`src/psfp_pkg.sv`:
```
package psfp_pkg;

	localparam int FRAME_BYTES = 32;
	localparam int DATA_WORDS  = 13;
	localparam int DATA_START  = 4;

	localparam int POS_W   = $clog2(FRAME_BYTES);
	localparam int WADDR_W = (DATA_WORDS > 1) ? $clog2(DATA_WORDS) : 1;

	localparam logic [7:0]  START_FIRST  = 8'h42;
	localparam logic [7:0]  START_SECOND = 8'h4D;
	localparam logic [15:0] START_SUM    = 16'(START_FIRST) + 16'(START_SECOND);

	typedef struct packed {
		logic               en;
		logic [WADDR_W-1:0] addr;
		logic [15:0]        data;
	} wr_port_t;

	typedef struct packed {
		logic        start;
		logic [15:0] length;
		logic        good;
	} frame_done_t;

endpackage

```
`src/psfp_if.sv`:
```
interface psfp_in_if ();
	logic       valid;
	logic       ready;
	logic [7:0] rx_byte;

	modport source (output valid, output rx_byte, input ready);
	modport sink (input valid, input rx_byte, output ready);
endinterface

interface psfp_out_if ();
	logic        valid;
	logic        ready;
	logic [3:0]  word_index;
	logic [15:0] word_value;
	logic [15:0] length_field;
	logic        checksum_good;
	logic        last_word;

	modport source (
		output valid, output word_index, output word_value, output length_field,
		output checksum_good, output last_word, input ready
	);
	modport sink (
		input valid, input word_index, input word_value, input length_field,
		input checksum_good, input last_word, output ready
	);
endinterface

```
`src/psfp_collector.sv`:
```
module psfp_collector import psfp_pkg::*; (
	input  logic        clk,
	input  logic        arst_n,
	input  logic        byte_fire,
	input  logic [7:0]  rx_byte,
	output logic        idle,
	output wr_port_t    wr,
	output frame_done_t done
);

	localparam logic C_IDLE = 1'b0;
	localparam logic C_PROC = 1'b1;

	localparam logic [1:0] PH_HUNT    = 2'd0;
	localparam logic [1:0] PH_SECOND  = 2'd1;
	localparam logic [1:0] PH_COLLECT = 2'd2;

	localparam logic [POS_W-1:0] POS_LAST  = POS_W'(FRAME_BYTES - 1);
	localparam logic [POS_W-1:0] POS_CHK   = POS_W'(FRAME_BYTES - 2);
	localparam logic [POS_W-1:0] POS_LEN_H = POS_W'(2);
	localparam logic [POS_W-1:0] POS_LEN_L = POS_W'(3);
	localparam logic [POS_W-1:0] POS_DATA  = POS_W'(DATA_START);

	logic             state_q;
	logic [1:0]       phase_q;
	logic [POS_W-1:0] pos_q;
	logic [15:0]      sum_q;
	logic [7:0]       hold_q;
	logic [15:0]      length_q;
	logic [7:0]       chk_high_q;
	logic [7:0]       byte_q;

	logic [15:0]      sum_add;
	logic [POS_W-1:0] off;
	logic [POS_W-1:0] wnum;
	logic             proc;

	// sum adder: running byte sum
	assign sum_add = sum_q + {8'h00, byte_q};
	assign off     = pos_q - POS_DATA;
	assign wnum    = off >> 1;
	assign proc    = (state_q == C_PROC) && (phase_q == PH_COLLECT);
	assign idle    = (state_q == C_IDLE);

	always_comb begin
		wr.en   = 1'b0;
		wr.addr = WADDR_W'(wnum);
		wr.data = {hold_q, byte_q};
		if (proc && pos_q != POS_LAST && pos_q != POS_CHK && pos_q != POS_LEN_H
				&& pos_q != POS_LEN_L && pos_q >= POS_DATA && off[0]
				&& int'(wnum) < DATA_WORDS) begin
			wr.en = 1'b1;
		end
	end

	always_comb begin
		done.start  = proc && (pos_q == POS_LAST);
		done.length = length_q;
		done.good   = ({chk_high_q, byte_q} == sum_q);
	end

	always_ff @(posedge clk or negedge arst_n) begin
		if (!arst_n) begin
			state_q    <= C_IDLE;
			phase_q    <= PH_HUNT;
			pos_q      <= '0;
			sum_q      <= '0;
			hold_q     <= '0;
			length_q   <= '0;
			chk_high_q <= '0;
		end else begin
			unique case (state_q)
				C_IDLE: begin
					if (byte_fire) begin
						state_q <= C_PROC;
					end
				end
				C_PROC: begin
					state_q <= C_IDLE;
					unique case (phase_q)
						PH_HUNT: begin
							if (byte_q == START_FIRST) begin
								phase_q <= PH_SECOND;
							end
						end
						PH_SECOND: begin
							if (byte_q == START_SECOND) begin
								phase_q <= PH_COLLECT;
								pos_q   <= POS_LEN_H;
								sum_q   <= START_SUM;
							end else if (byte_q != START_FIRST) begin
								phase_q <= PH_HUNT;
							end
						end
						PH_COLLECT: begin
							if (pos_q < POS_CHK) begin
								sum_q <= sum_add;
							end
							if (pos_q == POS_LAST) begin
								phase_q <= PH_HUNT;
								pos_q   <= '0;
							end else begin
								pos_q <= pos_q + 1'b1;
								if (pos_q == POS_CHK) begin
									chk_high_q <= byte_q;
								end else if (pos_q == POS_LEN_H) begin
									hold_q <= byte_q;
								end else if (pos_q == POS_LEN_L) begin
									length_q <= {hold_q, byte_q};
								end else if (pos_q >= POS_DATA && !off[0]
										&& int'(wnum) < DATA_WORDS) begin
									hold_q <= byte_q;
								end
							end
						end
						default: begin
							phase_q <= PH_HUNT;
						end
					endcase
				end
				default: begin
					state_q <= C_IDLE;
				end
			endcase
		end
	end

	always_ff @(posedge clk) begin
		if (byte_fire) begin
			byte_q <= rx_byte;
		end
	end

endmodule

```
`src/psfp_emitter.sv`:
```
module psfp_emitter import psfp_pkg::*; (
	input  logic        clk,
	input  logic        arst_n,
	input  wr_port_t    wr,
	input  frame_done_t done,
	output logic        busy,
	psfp_out_if.source  tx
);

	localparam logic [1:0] E_IDLE = 2'd0;
	localparam logic [1:0] E_READ = 2'd1;
	localparam logic [1:0] E_LOAD = 2'd2;

	localparam logic [WADDR_W-1:0] IDX_LAST = WADDR_W'(DATA_WORDS - 1);

	logic [15:0]        mem [DATA_WORDS];
	logic [15:0]        rdata_q;
	logic [1:0]         state_q;
	logic [WADDR_W-1:0] idx_q;
	logic [15:0]        length_q;
	logic               good_q;

	logic               out_valid_q;
	logic [3:0]         out_index_q;
	logic [15:0]        out_value_q;
	logic [15:0]        out_length_q;
	logic               out_good_q;
	logic               out_last_q;

	logic               load;

	assign busy = (state_q != E_IDLE);
	assign load = (state_q == E_LOAD) && (!out_valid_q || tx.ready);

	assign tx.valid         = out_valid_q;
	assign tx.word_index    = out_index_q;
	assign tx.word_value    = out_value_q;
	assign tx.length_field  = out_length_q;
	assign tx.checksum_good = out_good_q;
	assign tx.last_word     = out_last_q;

	always_ff @(posedge clk) begin
		if (wr.en) begin
			mem[wr.addr] <= wr.data;
		end
		rdata_q <= mem[idx_q];
	end

	always_ff @(posedge clk or negedge arst_n) begin
		if (!arst_n) begin
			state_q     <= E_IDLE;
			idx_q       <= '0;
			out_valid_q <= 1'b0;
		end else begin
			if (load) begin
				out_valid_q <= 1'b1;
			end else if (tx.ready) begin
				out_valid_q <= 1'b0;
			end
			unique case (state_q)
				E_IDLE: begin
					if (done.start) begin
						state_q <= E_READ;
						idx_q   <= '0;
					end
				end
				E_READ: begin
					state_q <= E_LOAD;
				end
				E_LOAD: begin
					if (load) begin
						if (idx_q == IDX_LAST) begin
							state_q <= E_IDLE;
						end else begin
							state_q <= E_READ;
							idx_q   <= idx_q + 1'b1;
						end
					end
				end
				default: begin
					state_q <= E_IDLE;
				end
			endcase
		end
	end

	always_ff @(posedge clk) begin
		if (done.start && state_q == E_IDLE) begin
			length_q <= done.length;
			good_q   <= done.good;
		end
		if (load) begin
			out_index_q  <= 4'(idx_q);
			out_value_q  <= rdata_q;
			out_length_q <= length_q;
			out_good_q   <= good_q;
			out_last_q   <= (idx_q == IDX_LAST);
		end
	end

endmodule

```
`src/particle_sensor_frame_parser.sv`:
```
// Each byte is accepted into a register, then processed before the next is taken; bytes
// ahead of the checksum go through the sum adder. After the final byte, each word is read
// from the word store, then loaded into the output register when empty or tx is ready.
// No byte is taken from the final byte until the last word is loaded.
// arst_n clears the sequencers, sum, length and hold bytes; the word store is not cleared.
module particle_sensor_frame_parser import psfp_pkg::*; (
	input  logic       clk,
	input  logic       arst_n,
	psfp_in_if.sink    rx,
	psfp_out_if.source tx
);

	logic        coll_idle;
	logic        emit_busy;
	logic        byte_fire;
	wr_port_t    wr;
	frame_done_t done;

	assign rx.ready  = coll_idle && !emit_busy;
	assign byte_fire = rx.valid && rx.ready;

	psfp_collector u_collector (
		.clk       (clk),
		.arst_n    (arst_n),
		.byte_fire (byte_fire),
		.rx_byte   (rx.rx_byte),
		.idle      (coll_idle),
		.wr        (wr),
		.done      (done)
	);

	psfp_emitter u_emitter (
		.clk    (clk),
		.arst_n (arst_n),
		.wr     (wr),
		.done   (done),
		.busy   (emit_busy),
		.tx     (tx)
	);

endmodule
```
`src/flat_wrapper.sv`:
```
// flat-port wrapper written by rule: the top's interface ports become plain ports
module particle_sensor_frame_parser_flat import psfp_pkg::*;
  (clk, arst_n, rx_valid, rx_rx_byte, rx_ready, tx_valid, tx_word_index, tx_word_value, tx_length_field, tx_checksum_good, tx_last_word, tx_ready);
  psfp_in_if rx_i ();
  psfp_out_if tx_i ();
  input  logic clk;
  input  logic arst_n;
  input wire logic [$bits(rx_i.valid)-1:0] rx_valid;
  input wire logic [$bits(rx_i.rx_byte)-1:0] rx_rx_byte;
  output wire logic [$bits(rx_i.ready)-1:0] rx_ready;
  output wire logic [$bits(tx_i.valid)-1:0] tx_valid;
  output wire logic [$bits(tx_i.word_index)-1:0] tx_word_index;
  output wire logic [$bits(tx_i.word_value)-1:0] tx_word_value;
  output wire logic [$bits(tx_i.length_field)-1:0] tx_length_field;
  output wire logic [$bits(tx_i.checksum_good)-1:0] tx_checksum_good;
  output wire logic [$bits(tx_i.last_word)-1:0] tx_last_word;
  input wire logic [$bits(tx_i.ready)-1:0] tx_ready;
  assign rx_i.valid = rx_valid;
  assign rx_i.rx_byte = rx_rx_byte;
  assign rx_ready = rx_i.ready;
  assign tx_valid = tx_i.valid;
  assign tx_word_index = tx_i.word_index;
  assign tx_word_value = tx_i.word_value;
  assign tx_length_field = tx_i.length_field;
  assign tx_checksum_good = tx_i.checksum_good;
  assign tx_last_word = tx_i.last_word;
  assign tx_i.ready = tx_ready;
  particle_sensor_frame_parser u_core (.clk(clk), .arst_n(arst_n), .rx(rx_i), .tx(tx_i));
endmodule
```
`config.mk`:
```
export PLATFORM = sky130hd
export DESIGN_NAME = particle_sensor_frame_parser_flat
export DESIGN_NICKNAME = d
export VERILOG_FILES = /design/src/psfp_pkg.sv /design/src/psfp_if.sv /design/src/psfp_collector.sv /design/src/psfp_emitter.sv /design/src/particle_sensor_frame_parser.sv /design/src/flat_wrapper.sv
export SDC_FILE = /design/constraint.sdc
export NUM_CORES = 1
export LEC_CHECK = 0
export ABC_AREA = 1
export ABC_CLOCK_PERIOD_IN_PS = 3300
export BUFFER_PORTS_ARGS = -buffer_cell sky130_fd_sc_hd__buf_2
export CORE_ASPECT_RATIO = 2
export CORE_MARGIN = 3
export CORE_UTILIZATION = 25
export CTS_BUF_LIST = sky130_fd_sc_hd__clkbuf_8
export DETAILED_ROUTE_END_ITERATION = 6
export PLACE_DENSITY = 0.36
export SETUP_SLACK_MARGIN = 0.4
export SLEW_MARGIN = 20
export SYNTH_ARGS = -nofsm -noshare
export SYNTH_HDL_FRONTEND = slang
export SYNTH_SLANG_ARGS = --single-unit
```
`constraint.sdc`:
```
create_clock -name clk -period 3.3 [get_ports clk]
set_clock_uncertainty 0.1 [all_clocks]
set_input_delay 0.165 -clock clk [delete_from_list [all_inputs] [get_ports clk]]
set_output_delay 0.165 -clock clk [all_outputs]
set_load 0.01 [all_outputs]
```
==> reports/metrics.yaml <==
outcome:
  status: "finished, final reports clean"
clocking:
  clkSinkCount: 350
  clockBufferDepth: 3
  cts-root-buf: "clkbuf_8"
  numCtsBuffers: 53
  worstSkewPairLatency_ns: 0.63
  cts_tree: "done"
  cts_setup_buffers: 0
  cts-htree-levels: 2
  path_clk_slew_ns: 0.07
timing:
  rsz0062_at_grt: "false"
  hold_viol_final: 0
  relSlewSlack_pct: 38.8
  period_share_pct: 81.9
  hold_ws_ns: 0.0862
  tightest_slew_ns: 0.918
  setup_violations: 0
  finalSetupTns_ns: 0
  fmax_ghz: 0.370
  min_period_ns: 2.70
  slew_viol_final: 0
final_layout:
  stdcell_count: 2037
  synthToLayoutAreaGrowth_pct: 18.6
  nets: 1280
  final_layout_size_suffix_gt1_share_pct: 18.0
placement:
  dp.cells: 1926
  hpwl_um: 27300
  gp_congestion: 0.824
  place.port_buffers: 51
die:
  dieHeight_um: 341
  io_pins: 52
  rows: 122
  start_util_pct: 25.3
  chipWidth_um: 173
  core_area_um2: 55400
  die_area_um2: 59100
yosys:
  synth_common_cells: "271 x edfxtp_1, 194 x nor2_1, 137 x o21ai_0"
  synth-edff-count: 271
  synthFlopType: "edfxtp_1"
  synth_cell_types: 44
  syn_area_per_cell_um2: 12.3
  syn_inst: 1141
  syn-num-nets: 1173
  synth-seq-cells: 350
  synthTopCellsByArea: "edfxtp_1 58%, dfrtp_1 11%, nor2_1 5.2%"
  ys.warnings.count: 0
  yosysMostFrequentCell: "edfxtp_1"
  async_flop_share_pct: 18.0
  synth_area_leader_cell: "edfxtp_1"
  synth_top_area_share_pct: 58.1
  synthesis.area_um2: 14000
  yosysSeqAreaShare_pct: 71.7
drt:
  drt_iter0_drc: 462
  drt-wirelength-per-cell_um: 20.0
  drt_wl_total_um: 40800
  drc: 0
  vias: 8863
  firstDrtPassIters: 5
  antenna_left: 0
  routed_via_density: 4.35
grt:
  grt_pass1_wl_um: 60700
  grt-ovfl-total: 0
  antenna_found_initial: 1
  grt_pass1_vias: 9428
  grt.total_usage_pct: 13.8
  grt_max_degree: 100
worst_setup_path:
  worstSetupEndpointType: "flop"
  r2r_setup_slack_ns: 0.60
  arrival_ns: 2.93
  required_ns: 3.53
  crit_path_max_fanout: 10
  regToRegEndpoint: "u_core.u_emitter.mem[4][11]"
  start_kind: "flop"
  r2r_cells: 12
  path_class: "flop to flop"
  rr_startpoint: "u_core.u_collector.pos_q[1]"
power:
  p_leak_nw: 6.47
  powerDensity_nw_per_um2: 748
  vdd_drop_max_uv: 258
job:
  max_cap_violations: 0
worst_hold_path:
  min_path_type: "primary input to asynchronous set/reset pin"
## worst max-delay path by stage
stage	startpoint	endpoint	slack, ns	cells after the start
floorplan	u_core.u_collector.pos_q[1]	u_core.u_emitter.mem[12][0]	0.51	11
global placement	u_core.u_collector.pos_q[1]	u_core.u_emitter.mem[4][3]	0.58	12
detailed placement	u_core.u_collector.pos_q[1]	u_core.u_emitter.mem[9][3]	0.58	12
CTS	u_core.u_collector.pos_q[1]	u_core.u_emitter.mem[0][0]	0.57	12
global route	u_core.u_collector.pos_q[1]	u_core.u_emitter.mem[4][0]	0.41	12
finish	u_core.u_collector.pos_q[1]	u_core.u_emitter.mem[4][11]	0.60	12
## state kept, by name, indices dropped and copies added (netlist names)
| signal | cells |
|---|---|
| u_core.u_emitter.mem | 208 |
| u_core.u_collector.length_q | 16 |
| u_core.u_collector.sum_q | 16 |
| u_core.u_emitter.length_q | 16 |
| u_core.u_emitter.rdata_q | 16 |
| u_core.u_emitter.tx.length_field | 16 |
| u_core.u_emitter.tx.word_value | 16 |
| u_core.u_collector.byte_q | 8 |
| u_core.u_collector.chk_high_q | 8 |
| u_core.u_collector.hold_q | 8 |
| u_core.u_collector.pos_q | 5 |
| u_core.u_emitter.idx_q | 4 |
| u_core.u_emitter.tx.word_index | 4 |
| u_core.u_collector.phase_q | 2 |
| u_core.u_emitter.state_q | 2 |
| u_core.u_collector.state_q | 1 |
| u_core.u_emitter.good_q | 1 |
| u_core.u_emitter.tx.checksum_good | 1 |
| u_core.u_emitter.tx.last_word | 1 |
| u_core.u_emitter.tx.valid | 1 |
## cell families after synthesis
group / after synthesis / synth area share, %
compound gates: 252 / 10.4
xor+xnor: 13 / 0.813
fa+ha+maj: 20 / 1.84
buf+inv: 117 / 3.53
flops: 350 / 71.7
simple gates: 389 / 11.8
## routing by layer
layer  GRT usage (%)  share of wire [%]
met5               0                  0
met2            27.9                 58
met3            2.07                3.2
met4            6.04                4.0
met1            13.6                 35
## layout by cell type, fill, tap and decap left out, types with 4 or more instances in the layout
| cell type | count |
|---|---|
| dfrtp_1 | 62 |
| inv_2 | 5 |
| inv_1 | 77 |
| nor3_1 | 6 |
| a21oi_1 | 19 |
| clkinv_2 | 12 |
| or2_2 | 14 |
| nand4_1 | 10 |
| o21ai_0 | 137 |
| nand2_2 | 6 |
| buf_4 | 33 |
| o21ai_1 | 14 |
| nand2_1 | 124 |
| dfxtp_1 | 16 |
| xor2_1 | 4 |
| clkinv_1 | 4 |
| buf_6 | 5 |
| xnor2_1 | 9 |
| dlygate4sd3_1 | 11 |
| nand3_1 | 19 |
| nor2_1 | 181 |
| bufinv_16 | 6 |
| o211ai_1 | 33 |
| buf_2 | 50 |
| o21ai_2 | 10 |
| clkbuf_8 | 60 |
| edfxtp_1 | 271 |
| o22ai_1 | 32 |
| nor2_2 | 15 |
| ha_1 | 19 |
## metrics by stage
stage	total power, mW	setup slack (ns)	instance area (um2)	utilization [%]
floorplan	7.33	0.509	14000	-
detailed placement	8.70	0.577	15300	27.6
CTS	12.7	0.569	16600	29.9
global route	13.2	0.405	16600	30.0
finish	12.4	0.599	16600	30.0
global placement	8.71	0.576	15300	27.6
## worst max-delay path: stages, from the launching register on
cell and delay [ns]:
dfrtp_1 0.47, ha_1 0.28, nand2_1 0.11, inv_1 0.05
ha_1 0.23, nor2_2 0.12, o21ai_2 0.09, nor2_4 0.11
nand3_1 0.10, nor2_1 0.14, nand2_1 0.18, nor2_2 0.19
buf_4 0.24
## layout make-up
cell class / count / area [um2]
Clock inverter: 39 / 335
Timing Repair Buffer: 102 / 724
Inverter: 67 / 253
Clock buffer: 60 / 826
Sequential cell: 350 / 10000
Antenna cell: 1 / 2.50
Fill cell: 5657 / 38800
Multi-Input combinational cell: 674 / 3510
Tap cell: 744 / 931
## report_power, final
part / internal [mW] / leakage [nW] / switching [mW]
Combinational: 0.926 / 2.08 / 2.09
Clock: 2.15 / 0.662 / 1.79
Sequential: 5.26 / 3.73 / 0.208
Total: 8.34 / 6.47 / 4.09
## timing repair
item,in CTS,in global routing
setup endpoints to repair,0,27
hold endpoints to repair,74,0
hold buffers,11,0
resized for setup,0,5
No activity file was read; power rests on OpenSTA's default activity.
